`config.mk`:
```
export PLATFORM = sky130hd
export DESIGN_NAME = ibh_ram
export DESIGN_NICKNAME = d
export VERILOG_FILES = /design/src/rtl/ibh_ram.sv
export SDC_FILE = /design/constraint.sdc
export NUM_CORES = 2
export LEC_CHECK = 0
export BUFFER_PORTS_ARGS = -buffer_cell sky130_fd_sc_hd__buf_2
export CORE_MARGIN = 3
export CORE_UTILIZATION = 58
export CTS_CLUSTER_DIAMETER = 80
export CTS_CLUSTER_SIZE = 25
export DETAILED_ROUTE_END_ITERATION = 6
export GPL_ROUTABILITY_DRIVEN = 0
export PLACE_DENSITY_LB_ADDON = 0.05
export SETUP_SLACK_MARGIN = 0.05
export SYNTH_ARGS = -nofsm -noshare
export SYNTH_HDL_FRONTEND = slang
export SYNTH_SLANG_ARGS = --single-unit
```
`constraint.sdc`:
```
create_clock -name clock -period 6.3 [get_ports clock]
set_input_delay 0.63 -clock clock [delete_from_list [all_inputs] [get_ports clock]]
set_output_delay 0.63 -clock clock [all_outputs]
set_load 0.02 [all_outputs]
```
`src/rtl/ibh_ram.sv`:
```
// generic single write port ram with registered read
module ibh_ram #(
   parameter int WIDTH = 8,
   parameter int DEPTH = 256
) (
   input  logic                     clock,
   input  logic                     wr_en,
   input  logic [$clog2(DEPTH)-1:0] wr_addr,
   input  logic [WIDTH-1:0]         wr_data,
   input  logic [$clog2(DEPTH)-1:0] rd_addr,
   output logic [WIDTH-1:0]         rd_data
);
   logic [WIDTH-1:0] mem_ff [DEPTH];

   always_ff @(posedge clock) begin
      if (wr_en) begin
         mem_ff[wr_addr] <= wr_data;
      end
      rd_data <= mem_ff[rd_addr];
   end
endmodule

```
==> results list <==
* Outcome: finished, violations left
- The final reports fail on capacitance limit.
- The top cell types in the final layout, fill and taps aside, are sky130_fd_sc_hd__edfxtp_1 (2048), sky130_fd_sc_hd__mux4_2 (454), sky130_fd_sc_hd__nor2_1 (279).
* Number of buffers added for setup after CTS: 0
- Dividing total power by cell area gives a power density of 282 mW/mm^2.
* Net count of the finished layout: 3736
- Mean post-synth cell area: between 20 and 25 um^2
* Unrepaired setup endpoints after global routing: false
- Summed over its instances, the top area cell type makes up 77.3% of the synthesized netlist area.
- Setup violations remaining at the end of the flow were counted as 0.
* Slew Viols, Final: 0
* Largest fanout on the critical path: 41
* Initial Utilization: 58.6%
- Number of instances in the synthesized netlist: 3733
- All-layer global routing usage: 27.7%
* Number of cells traversed by the worst register-to-register path: 6
- Aggregate negative setup slack: 0 ps
- Number of different library cells in the post-synthesis netlist: 55
* Worst hold stages: 1
- Final critical-path share of the clock period: 63.6%
* Minimum clock period: roughly 4000 ps
- Worst hold start: wr_data[4]
* Number of enable-type register cells in the synthesized netlist: slightly above 2000
* Post-Syn Area: 0.0796 mm^2
- The internal portion of the total power is around 19000 uW.
- Commonest non-fill, non-tap cell in the layout: sky130_fd_sc_hd__edfxtp_1
* Fraction of registers with async set or reset after synthesis: 0%
* GRT met3 Usage: under 10%
* Count of synthesis-stage warnings from yosys: 0
- The first global-routing pass estimated between 200000 and 300000 um of wire.
* Initial antenna violation count: 12
- After floorplanning, the core was divided into 135 placement rows.
- Vias: around 38000
- Insertion delay of the later-clocked pin in the worst-skew pair: between 700 and 800 ps
* PostCTS Resize Cnt: 0
* Max Root-Sink Buffers: 3
- Multi-input combinational cell area: between 0.015 and 0.02 mm^2
- Average routed wire per standard cell: ~35 um
- Core Footprint: roughly 0.14 mm^2
- In this run the count of I/O pins placed on the die edge is 34.
* HPWL reported at the end of detailed placement: between 100000 and 150000 um
- Launching point of the worst reg2reg path: mem_ff[83][5]
- Maximum number of pins on one net before global-route repair: 195
- For this design, the CTS-stage hold fixing added 0 buffers.
- Worst min path class: in2reg
- Measured against its own limit, the worst slew margin works out to less than 1%.
* Critical path type: in2reg
* Least-Margin Pin Slew: between 1000 and 1500 ps
- DIE AREA: 0.142 mm^2
- Number of H-tree levels: 3
* Largest area contributor in the synthesized netlist: sky130_fd_sc_hd__edfxtp_1
- Filler cells: 9239
- In this run the critical register-to-register path is captured at rd_data[5].
- Total area of sequential cells: approximately 0.062 mm^2
- Number of routed nets with antenna violations: 0
- After detailed routing, the number of remaining DRC violations is 0.
- Clock Skews: between 20 and 30 ps
* Arrival @ worst endpoint: 4560 ps
- In this run, synthesis produced a sequential element count of 2056.
- In the global route stage, met1 resource usage came out at a little over 40%.
* Detailed-routing iteration count for the pre-antenna-repair pass: 6
* Number of clock sinks seen by CTS: 2056
- Data on the critical path is required at its endpoint by 6860 ps.
- Clock tree from TritonCTS: yes
- Synth Net Count: 3759
- From left edge to right edge, the die measures ~380 um.
- Post-detailed-route via-to-cell ratio: approximately 6.8
- On the final layout, the worst hold slack is between 400 and 500 ps.
* Hold worst-path end: mem_ff[75][4]
- For this run the aggregate overflow at the end of global routing stands at 0.
- Main area contributors after synthesis: sky130_fd_sc_hd__edfxtp_1 (77%), sky130_fd_sc_hd__mux4_2 (13%), sky130_fd_sc_hd__mux2i_1 (1.7%)
- The root buffer cell chosen for the clock tree is sky130_fd_sc_hd__clkbuf_16.
* Startpoint type of the worst setup path: primary input
* Share of final-layout standard cells stronger than drive strength 1: between 10% and 20%
- Clock network fraction of total power: a little under a third
* Final hold vios: 0
- Leakage power summed over all cells: ~0.025 uW
* Switching share of power: about a fifth
* CP Capture Type: flop
- Met2 global-route usage: about 44%
- Port buffering added 33 buffers.
* Post-detailed-routing wire length: approximately 190000 um
* Sequential-to-total area share from yosys stat: 77.5%
- The tool flagged a number of max-cap violations equal to 1.
- The die is between 300 and 400 um tall.
- Initial DRC count: a little under 5000
- The number of global-route vias before repair was 37896.
* Switching power of the nets: around 5000 uW
- Combinational cells account for under 10% of the total power.
- Register-to-register path setup slack: slightly below 3000 ps
- Derived from the worst setup path, the maximum achievable clock frequency is 250 MHz.
- Compared with the post-synthesis result, the final layout area differs by 6.25%.
* CTS Buf Count: 98
* GRT Max-Usage Layer: met2
- Synth Flop Type: sky130_fd_sc_hd__edfxtp_1
- Clock transition at path regs: 100 ps
- Across the VDD grid, the largest voltage drop is between 200 and 250 uV.
- Sequential Power Share: between 60% and 70%
[cell type report]
| cell class | count | share of cell area, % |
|---|---|---|
| tap | 1781 | 2.64 |
| multi-input combinational | 1442 | 19.6 |
| clock inverter | 30 | 0.454 |
| antenna | 7 | 0.0207 |
| timing repair buffer | 110 | 1.18 |
| inverter | 2 | 0.00888 |
| clock buffer | 127 | 3.16 |
| sequential | 2056 | 72.9 |
[power groups by stage]
stage               Sequential [uW]  Combinational [uW]  Clock (uW)
global placement              15400                1320           0
detailed placement            15400                1350           0
floorplan                     15400                 733           0
CTS                           15100                1350        7540
global route                  15100                1410        8020
finish                        15100                1340        7440
[metrics by stage]
step | worst slack, ps | power [uW] | cell area [um^2] | cells | util, %
final | 2300 | 23900 | 84500 | 5555 | 62.2
after global routing | 2290 | 24500 | 84500 | 5548 | 62.2
after CTS | 2310 | 24000 | 84500 | 5548 | 62.2
after detailed placement | 1500 | 16800 | 81500 | 5391 | 60.0
after global placement | 1190 | 16700 | 81400 | 5387 | 60.0
after floorplan | 3730 | 16100 | 79600 | 3733 | -
[synth_stat cells (all sizes together), types with 4 or more instances]
cell type / n
nand3: 34
nand4: 10
nor3: 22
or2: 4
and2: 6
a22oi: 133
edfxtp: 2048
clkbuf: 111
o22a: 5
nor4: 27
o22ai: 28
o21ai: 12
o221ai: 47
nand2: 33
mux4: 456
a2111oi: 5
nor2: 282
a22o: 8
o211ai: 10
buf: 122
o32ai: 5
dfxtp: 8
nor2b: 31
a21oi: 96
a211oi: 16
a221oi: 14
nand2b: 8
mux2i: 134
[state kept, by name (all words and copies together), names as in the netlist]
name / flops
rd_data: 8
mem_ff: 2048
[metal layers]
layer	up-vias	part of all wire [%]
met3	241	8.8
met5	-	0.0067
li1	15540	-
met1	20304	40
met2	1805	48
met4	2	2.7
[worst max path at each step]
stage / start / slack, ps / cells past startpoint / endpoint
floorplan: rd_addr[0] / 3730 / 9 / rd_data[2]
global placement: rd_addr[0] / 1190 / 8 / rd_data[7]
detailed placement: rd_addr[0] / 1500 / 8 / rd_data[1]
CTS: rd_addr[0] / 2310 / 8 / rd_data[5]
global route: rd_addr[0] / 2290 / 8 / rd_data[1]
finish: rd_addr[0] / 2300 / 8 / rd_data[1]
[cell families (layout without fill, tap and decap cells)]
group,Yosys count,count (layout),share of synthesized area (%)
DFF,2056,2056,77.5
and+or+nand+nor,466,466,2.63
other,0,7,0
buffers and inverters,235,269,1.83
muxes,591,591,14.6
AOI/OAI and AO/OA,385,385,3.42
[critical path: stages]
cell and delay (ps):
sky130_fd_sc_hd__buf_8 450, sky130_fd_sc_hd__buf_4 610, sky130_fd_sc_hd__buf_4 410, sky130_fd_sc_hd__mux4_2 540
sky130_fd_sc_hd__a22oi_1 280, sky130_fd_sc_hd__a21oi_1 190, sky130_fd_sc_hd__nor4_1 1240, sky130_fd_sc_hd__nor4_1 140
Note: power is estimated with default switching activity, not from simulation.
