**config.mk**
```make
export PLATFORM = sky130hd
export DESIGN_NAME = ibh_compare
export DESIGN_NICKNAME = d
export VERILOG_FILES = /design/src/rtl/ibh_pkg.sv /design/src/rtl/ibh_compare.sv
export SDC_FILE = /design/constraint.sdc
export NUM_CORES = 1
export LEC_CHECK = 0
export BUFFER_PORTS_ARGS = -buffer_cell sky130_fd_sc_hd__buf_4
export CAP_MARGIN = 20
export CORE_MARGIN = 1
export CORE_UTILIZATION = 42
export DETAILED_ROUTE_END_ITERATION = 8
export PLACE_DENSITY_LB_ADDON = 0.08
export SLEW_MARGIN = 20
export SYNTH_ARGS = -nofsm -noshare
export SYNTH_HDL_FRONTEND = slang
export SYNTH_SLANG_ARGS = --single-unit
```
**constraint.sdc**
```tcl
create_clock -name vclk -period 2.4
set_input_delay 0.36 -clock vclk [all_inputs]
set_output_delay 0.36 -clock vclk [all_outputs]
set_load 0.01 [all_outputs]
```
**src/rtl/ibh_pkg.sv**
```systemverilog
// shared constants, codes and types of the indexed binary heap unit
package ibh_pkg;
   localparam int CAPACITY   = 256;
   localparam int NUM_IDS    = 1024;
   localparam int KEY_BITS   = 32;
   localparam int SLOT_BITS  = $clog2(CAPACITY);
   localparam int ID_BITS    = $clog2(NUM_IDS);
   localparam int COUNT_BITS = $clog2(CAPACITY + 1);
   localparam int FUNC_BITS  = 3;
   localparam int STAT_BITS  = 3;

   localparam logic [FUNC_BITS-1:0] FUNC_PUSH  = 3'd0;
   localparam logic [FUNC_BITS-1:0] FUNC_POP   = 3'd1;
   localparam logic [FUNC_BITS-1:0] FUNC_DEC   = 3'd2;
   localparam logic [FUNC_BITS-1:0] FUNC_INC   = 3'd3;
   localparam logic [FUNC_BITS-1:0] FUNC_CLEAR = 3'd4;

   localparam logic [STAT_BITS-1:0] STAT_OK      = 3'd0;
   localparam logic [STAT_BITS-1:0] STAT_EMPTY   = 3'd1;
   localparam logic [STAT_BITS-1:0] STAT_FULL    = 3'd2;
   localparam logic [STAT_BITS-1:0] STAT_PRESENT = 3'd3;
   localparam logic [STAT_BITS-1:0] STAT_ABSENT  = 3'd4;

   typedef struct packed {
      logic [ID_BITS-1:0]  id;
      logic [KEY_BITS-1:0] key;
   } slot_type;

   localparam int SLOT_WIDTH = $bits(slot_type);
endpackage

```
**src/rtl/ibh_compare.sv**
```systemverilog
// shared key comparator: true when key a belongs strictly above key b
module ibh_compare (
   input  logic                        min_order,
   input  logic [ibh_pkg::KEY_BITS-1:0] key_a,
   input  logic [ibh_pkg::KEY_BITS-1:0] key_b,
   output logic                        above
);
   import ibh_pkg::*;

   always_comb begin
      if (min_order) begin
         above = key_a < key_b;
      end else begin
         above = key_a > key_b;
      end
   end
endmodule

```
==> metrics.md, run 1 <==
| Metric | Value |
|---|---|
| Starting utilization of the core area | 0.462 |
| Standard-cell rows | 15 |
| Error text reported by the tool | [ERROR DPL-0038] Utilization greater than 100%, impossible to legalize |
| Sequential-to-total area share from yosys stat | 0 |
| Synth top area share | 0.491 |
| Count of mapped cells out of synthesis | 117 |
| Synthesized area divided by synthesized cell count | between 6 and 7 um^2 |
| Top-Level Pins | 66 |
| Worst EP post-GRT repair | above |
| Outcome | stopped before the end |
| Die X-Extent | about 46 um |
| Pin count of the biggest net entering global routing | 4 |
| Synthesized netlist net count | about 210 |
| Vertical die dimension | 46.1 um |
| Port bufs | between 60 and 70 |
| Kind of pin the worst path terminates on | output port |
| Ranking of synthesized cells by area | sky130_fd_sc_hd__ha_1 (49%), sky130_fd_sc_hd__inv_1 (15%), sky130_fd_sc_hd__a21oi_1 (8.6%) |
| Number of warnings printed during yosys synthesis | 0 |
| Halt point of the flow | 5_1_grt |
| Final weighted congestion in routability-driven placement | between 0.6 and 0.7 |
| Hpwl dp | around 1.9 mm |
| Summed instance area of the synthesized netlist | 816 um^2 |
| Distinct cells, synth | 18 |
| Biggest area consumer among synthesized cells | sky130_fd_sc_hd__ha_1 |
[Yosys cell counts, drive strengths merged]
cell type  number
nor4            2
nand4           6
nand2           8
a211oi          2
a221o           2
or4             1
ha             32
a21o            2
a21oi          14
inv            33
a31oi           1
o21ai           5
nor3            1
nor2            3
mux2            1
nand3           4
[cells by family after synthesis]
logic type,count (synthesis),synth area share
AND/OR/NAND/NOR,25,0.152
AO/OA/AOI/OAI,26,0.192
multiplexers,1,0.0138
buffers and inverters,33,0.152
adder cells (fa/ha/maj),32,0.491
[timing repair]
action	CTS
hold buffers	0
pin swaps	8
setup buffers	1
resized for setup	8
endpoints found under the setup margin	1
[per-stage QoR]
step / setup WS, ns / instances / util / hold slack [ns] / area (um^2)
CTS: 0.00132 / 217 / 0.829 / 1.04 / 1460
detailed placement: -0.0926 / 216 / 0.795 / 1.04 / 1400
global placement: -0.0748 / 216 / 0.795 / 1.03 / 1400
floorplan: 0.198 / 117 / - / 0.868 / 816
==> inputs of run 2 (changes only) <==
Settings changed: CORE_AREA set to 2 2 63 65, CORE_MARGIN 1 to unset, CORE_UTILIZATION 42 to unset, DIE_AREA set to 0 0 65 67, PLACE_DENSITY_LB_ADDON 0.08 to 0.15.
==> run 2 against run 1 <==
  * The flow now finishes, with violations (setup timing)
  * Synthesized area is the same
  * Synthesized cell count unchanged
==> metrics.md, run 2 <==
| Metric | Value |
|---|---|
| Outcome | complete, but fails checks |
| Failing checks | setup timing |
| Net switching power | approximately 0.00012 W |
| Clkbuf count | 0 |
| Hold_buf cts | 0 (unchanged) |
| Share of the clock period used by the worst path after layout | 1.00 |
| Layout overhead on the synthesized area | 125% |
| Sequential-to-total area share from yosys stat | 0 (unchanged) |
| Number of warnings printed during yosys synthesis | 0 (unchanged) |
| Static Leak | about 0.91 nW |
| Ranking of synthesized cells by area | sky130_fd_sc_hd__ha_1 (49%), sky130_fd_sc_hd__inv_1 (15%), sky130_fd_sc_hd__a21oi_1 (8.6%) |
| Most frequently used cell type in the post-synthesis netlist | sky130_fd_sc_hd__inv_1 |
| Fill count | ~350 |
| Number of hold violations in the final report | 0 |
| Buffers & Inverters on Critical Path | 4 |
| Drt first pass iters | 4 |
| Data arrival time of the critical path | 2.05 ns |
| Min cycle time layout | 2.41 ns |
| Area fraction in compound gates after synthesis | 0.192 (unchanged) |
| Non-filler cells in the finished layout | between 200 and 250 |
| Unrepaired setup endpoints after global routing | yes |
| Port bufs | 66 (unchanged) |
| Via density per instance | 4.48 |
| Nets | just under 300 |
| Seq cells | 0 |
| Wirelength per Cell | around 11 um |
| Wire length of the first global-routing pass | roughly 4.1 mm |
| Residual DRC count | 0 |
| Area of the multi-input gates | about 1000 um^2 |
| Hpwl dp | 2.12 mm (+10%) |
| Vias after detailed routing | roughly 1100 |
| Sequential cell area in the final layout | 0 um^2 |
| Design area | ~0.0018 mm^2 |
| Worst EP required | a little over 2 ns |
| Delay contributed by the slowest stage of the critical path | ~0.47 ns |
| Critical path cell sequence | buf_4 > inv_2 > ha_4 > nand4_1 > buf_4 > or4_4 > o21ai_2 > mux2_4 > buf_6 |
| Initial DRC count | 27 |
| Commonest cells after routing, fill and taps aside | sky130_fd_sc_hd__buf_4 (72), sky130_fd_sc_hd__ha_4 (21), sky130_fd_sc_hd__inv_1 (20) |
| Count of mapped cells out of synthesis | 117 (unchanged) |
| Via count of the first global-routing pass | 1105 |
| Critical path launch point type | primary input |
| PD cells | 167 mW/mm^2 |
| Adder and majority cell fraction of the synthesized area | 0.491 (unchanged) |
| Total global routing overflow | 0 |
| Critical-path cell with the highest stage delay | sky130_fd_sc_hd__or4_4 |
| Biggest area consumer among synthesized cells | sky130_fd_sc_hd__ha_1 |
| Die footprint | 0.00436 mm^2 |
| Most frequent cell on the critical path | sky130_fd_sc_hd__buf_4 |
| Internal cell power | 0.000186 W |
| Vertical die dimension | 67 um (+45%) |
| Distinct cells, synth | 18 (unchanged) |
| Fmax achieved | ~0.41 GHz |
| Share of cell area taken by muxes after synthesis | 0.0138 (unchanged) |
| Synthesized area divided by synthesized cell count | 6.97 um^2 (unchanged) |
| Max-slew violations | 0 |
| Slew HR | 0.800 |
| Share of the synthesized netlist area taken by xor and xnor gates | 0 (unchanged) |
| Dominant combinational cell family by area after synthesis | adder cells |
| Number of cells after detailed placement | 242 (+12%) |
| Worst VDD drop | approximately 0.000065 V |
| CP Max Fanout | 2 |
| Critical path endpoint category | primary output |
| Critical path start-end classification | in2out |
| Final weighted congestion in routability-driven placement | 0.616 (-8.0%) |
| ANT nets after route | 0 |
| Synthesized netlist net count | 214 (unchanged) |
| Synth top area share | 0.491 (unchanged) |
| Final setup slack of the worst path | -0.0104 ns |
| Proportion of layout cells with a drive suffix above 1 | 0.636 |
| Antenna diode count | 0 |
| Proportion of total power due to net switching | 0.393 |
| Area post-placement | 0.00145 mm^2 (+3.7%) |
| Summed instance area of the synthesized netlist | 816 um^2 (unchanged) |
| Top post-synthesis cells by count | sky130_fd_sc_hd__inv_1 (33), sky130_fd_sc_hd__ha_1 (32), sky130_fd_sc_hd__a21oi_1 (14), sky130_fd_sc_hd__nand2_1 (8), sky130_fd_sc_hd__nand4_1 (6) |
| Part of the total power dissipated in sequential elements | 0 |
| Standard-cell rows | 22 (+7) |
| Drt total wl | between 2 and 3 mm |
| Max-capacitance violation count | 0 |
| Sum Neg Setup Slack | -0.0104 ns |
| Final setup fails | 1 |
| Starting utilization of the core area | 0.226 (-0.236) |
| Pin count of the biggest net entering global routing | 5 |
| Die X-Extent | 65 um (+41%) |
| Number of antenna violations at the first check in global routing | 0 |
| Combinational cell fraction of total power | 1.000 |
| Clock group share of total power | 0 |
| Area fraction in and, or, nand and nor cells after synthesis | 0.152 (unchanged) |
| All-layer global routing usage | 0.115 |
| Core area | roughly 0.0036 mm^2 |
| Top-Level Pins | 66 (unchanged) |
| Least-Margin Pin Slew | between 0.2 and 0.3 ns |
| Type of the worst min-delay path | in2out |
| Most frequent standard cell in the layout excluding fill and tap cells | sky130_fd_sc_hd__buf_4 |
| Gate family responsible for the most delay along the worst path | simple AND/OR/NAND/NOR gates |
## run 2: cell counts after synthesis
No cell type changed its count.
## run 2: cells by family (layout without fill, tap and decap cells)
group / Yosys count / after routing
compound gates: 26 / 26
simple gates: 25 / 25
mux: 1 / 1
fa+ha+maj: 32 / 32
buf+inv: 33 / 114
## run 2: metal layers
layer | vias up | GRT usage | share of wire
met1 | 484 | 0.114 | 0.38
met4 | 0 | 0.00798 | 0.0091
met2 | 41 | 0.262 | 0.56
li1 | 572 | - | -
met3 | 4 | 0.00507 | 0.053
met5 | - | 0 | 0
## run 2: tightest hold or removal path, stage by stage
cell and delay (ns):
sky130_fd_sc_hd__buf_4 0.08, sky130_fd_sc_hd__mux2_4 0.14, sky130_fd_sc_hd__buf_6 0.09
## run 2: worst paths after layout
path | startpoint | to | slack, ns | cells past startpoint
setup / recovery | key_b[26] | above | -0.01 | 9
hold / removal | min_order | above | 1.03 | 3
## run 2: repair_timing
item	4_1_cts	5_1_grt
resized for setup	22	39
setup buffers	1	3
setup endpoints to repair	1	1
pin swaps	13	16
## run 2: layout make-up
class                      instances  area share
tap                               48      0.0327
inverter                          33      0.0742
timing repair buffer              81       0.351
multi-input combinational         84       0.542
## run 2: per-stage QoR
step,power [W],hold WS (ns),utilization,setup slack [ns]
floorplan,0.0000977,0.868,-,0.198
global placement,0.000219,1.03,0.403,-0.0764
detailed placement,0.000225,1.04,0.403,-0.126
CTS,0.000262,1.04,0.452,0.00272
global route,0.000346,1.05,0.510,-0.0754
finish,0.000306,1.03,0.510,-0.0104
## run 2: power groups by stage
stage | registers (W) | clock network [W] | logic (W)
6_report | 0 | 0 | 0.000306
5_1_grt | 0 | 0 | 0.000346
4_1_cts | 0 | 0 | 0.000262
3_5_place_dp | 0 | 0 | 0.000225
3_3_place_gp | 0 | 0 | 0.000219
2_1_floorplan | 0 | 0 | 0.0000977
(Power assumes the default switching activity.)
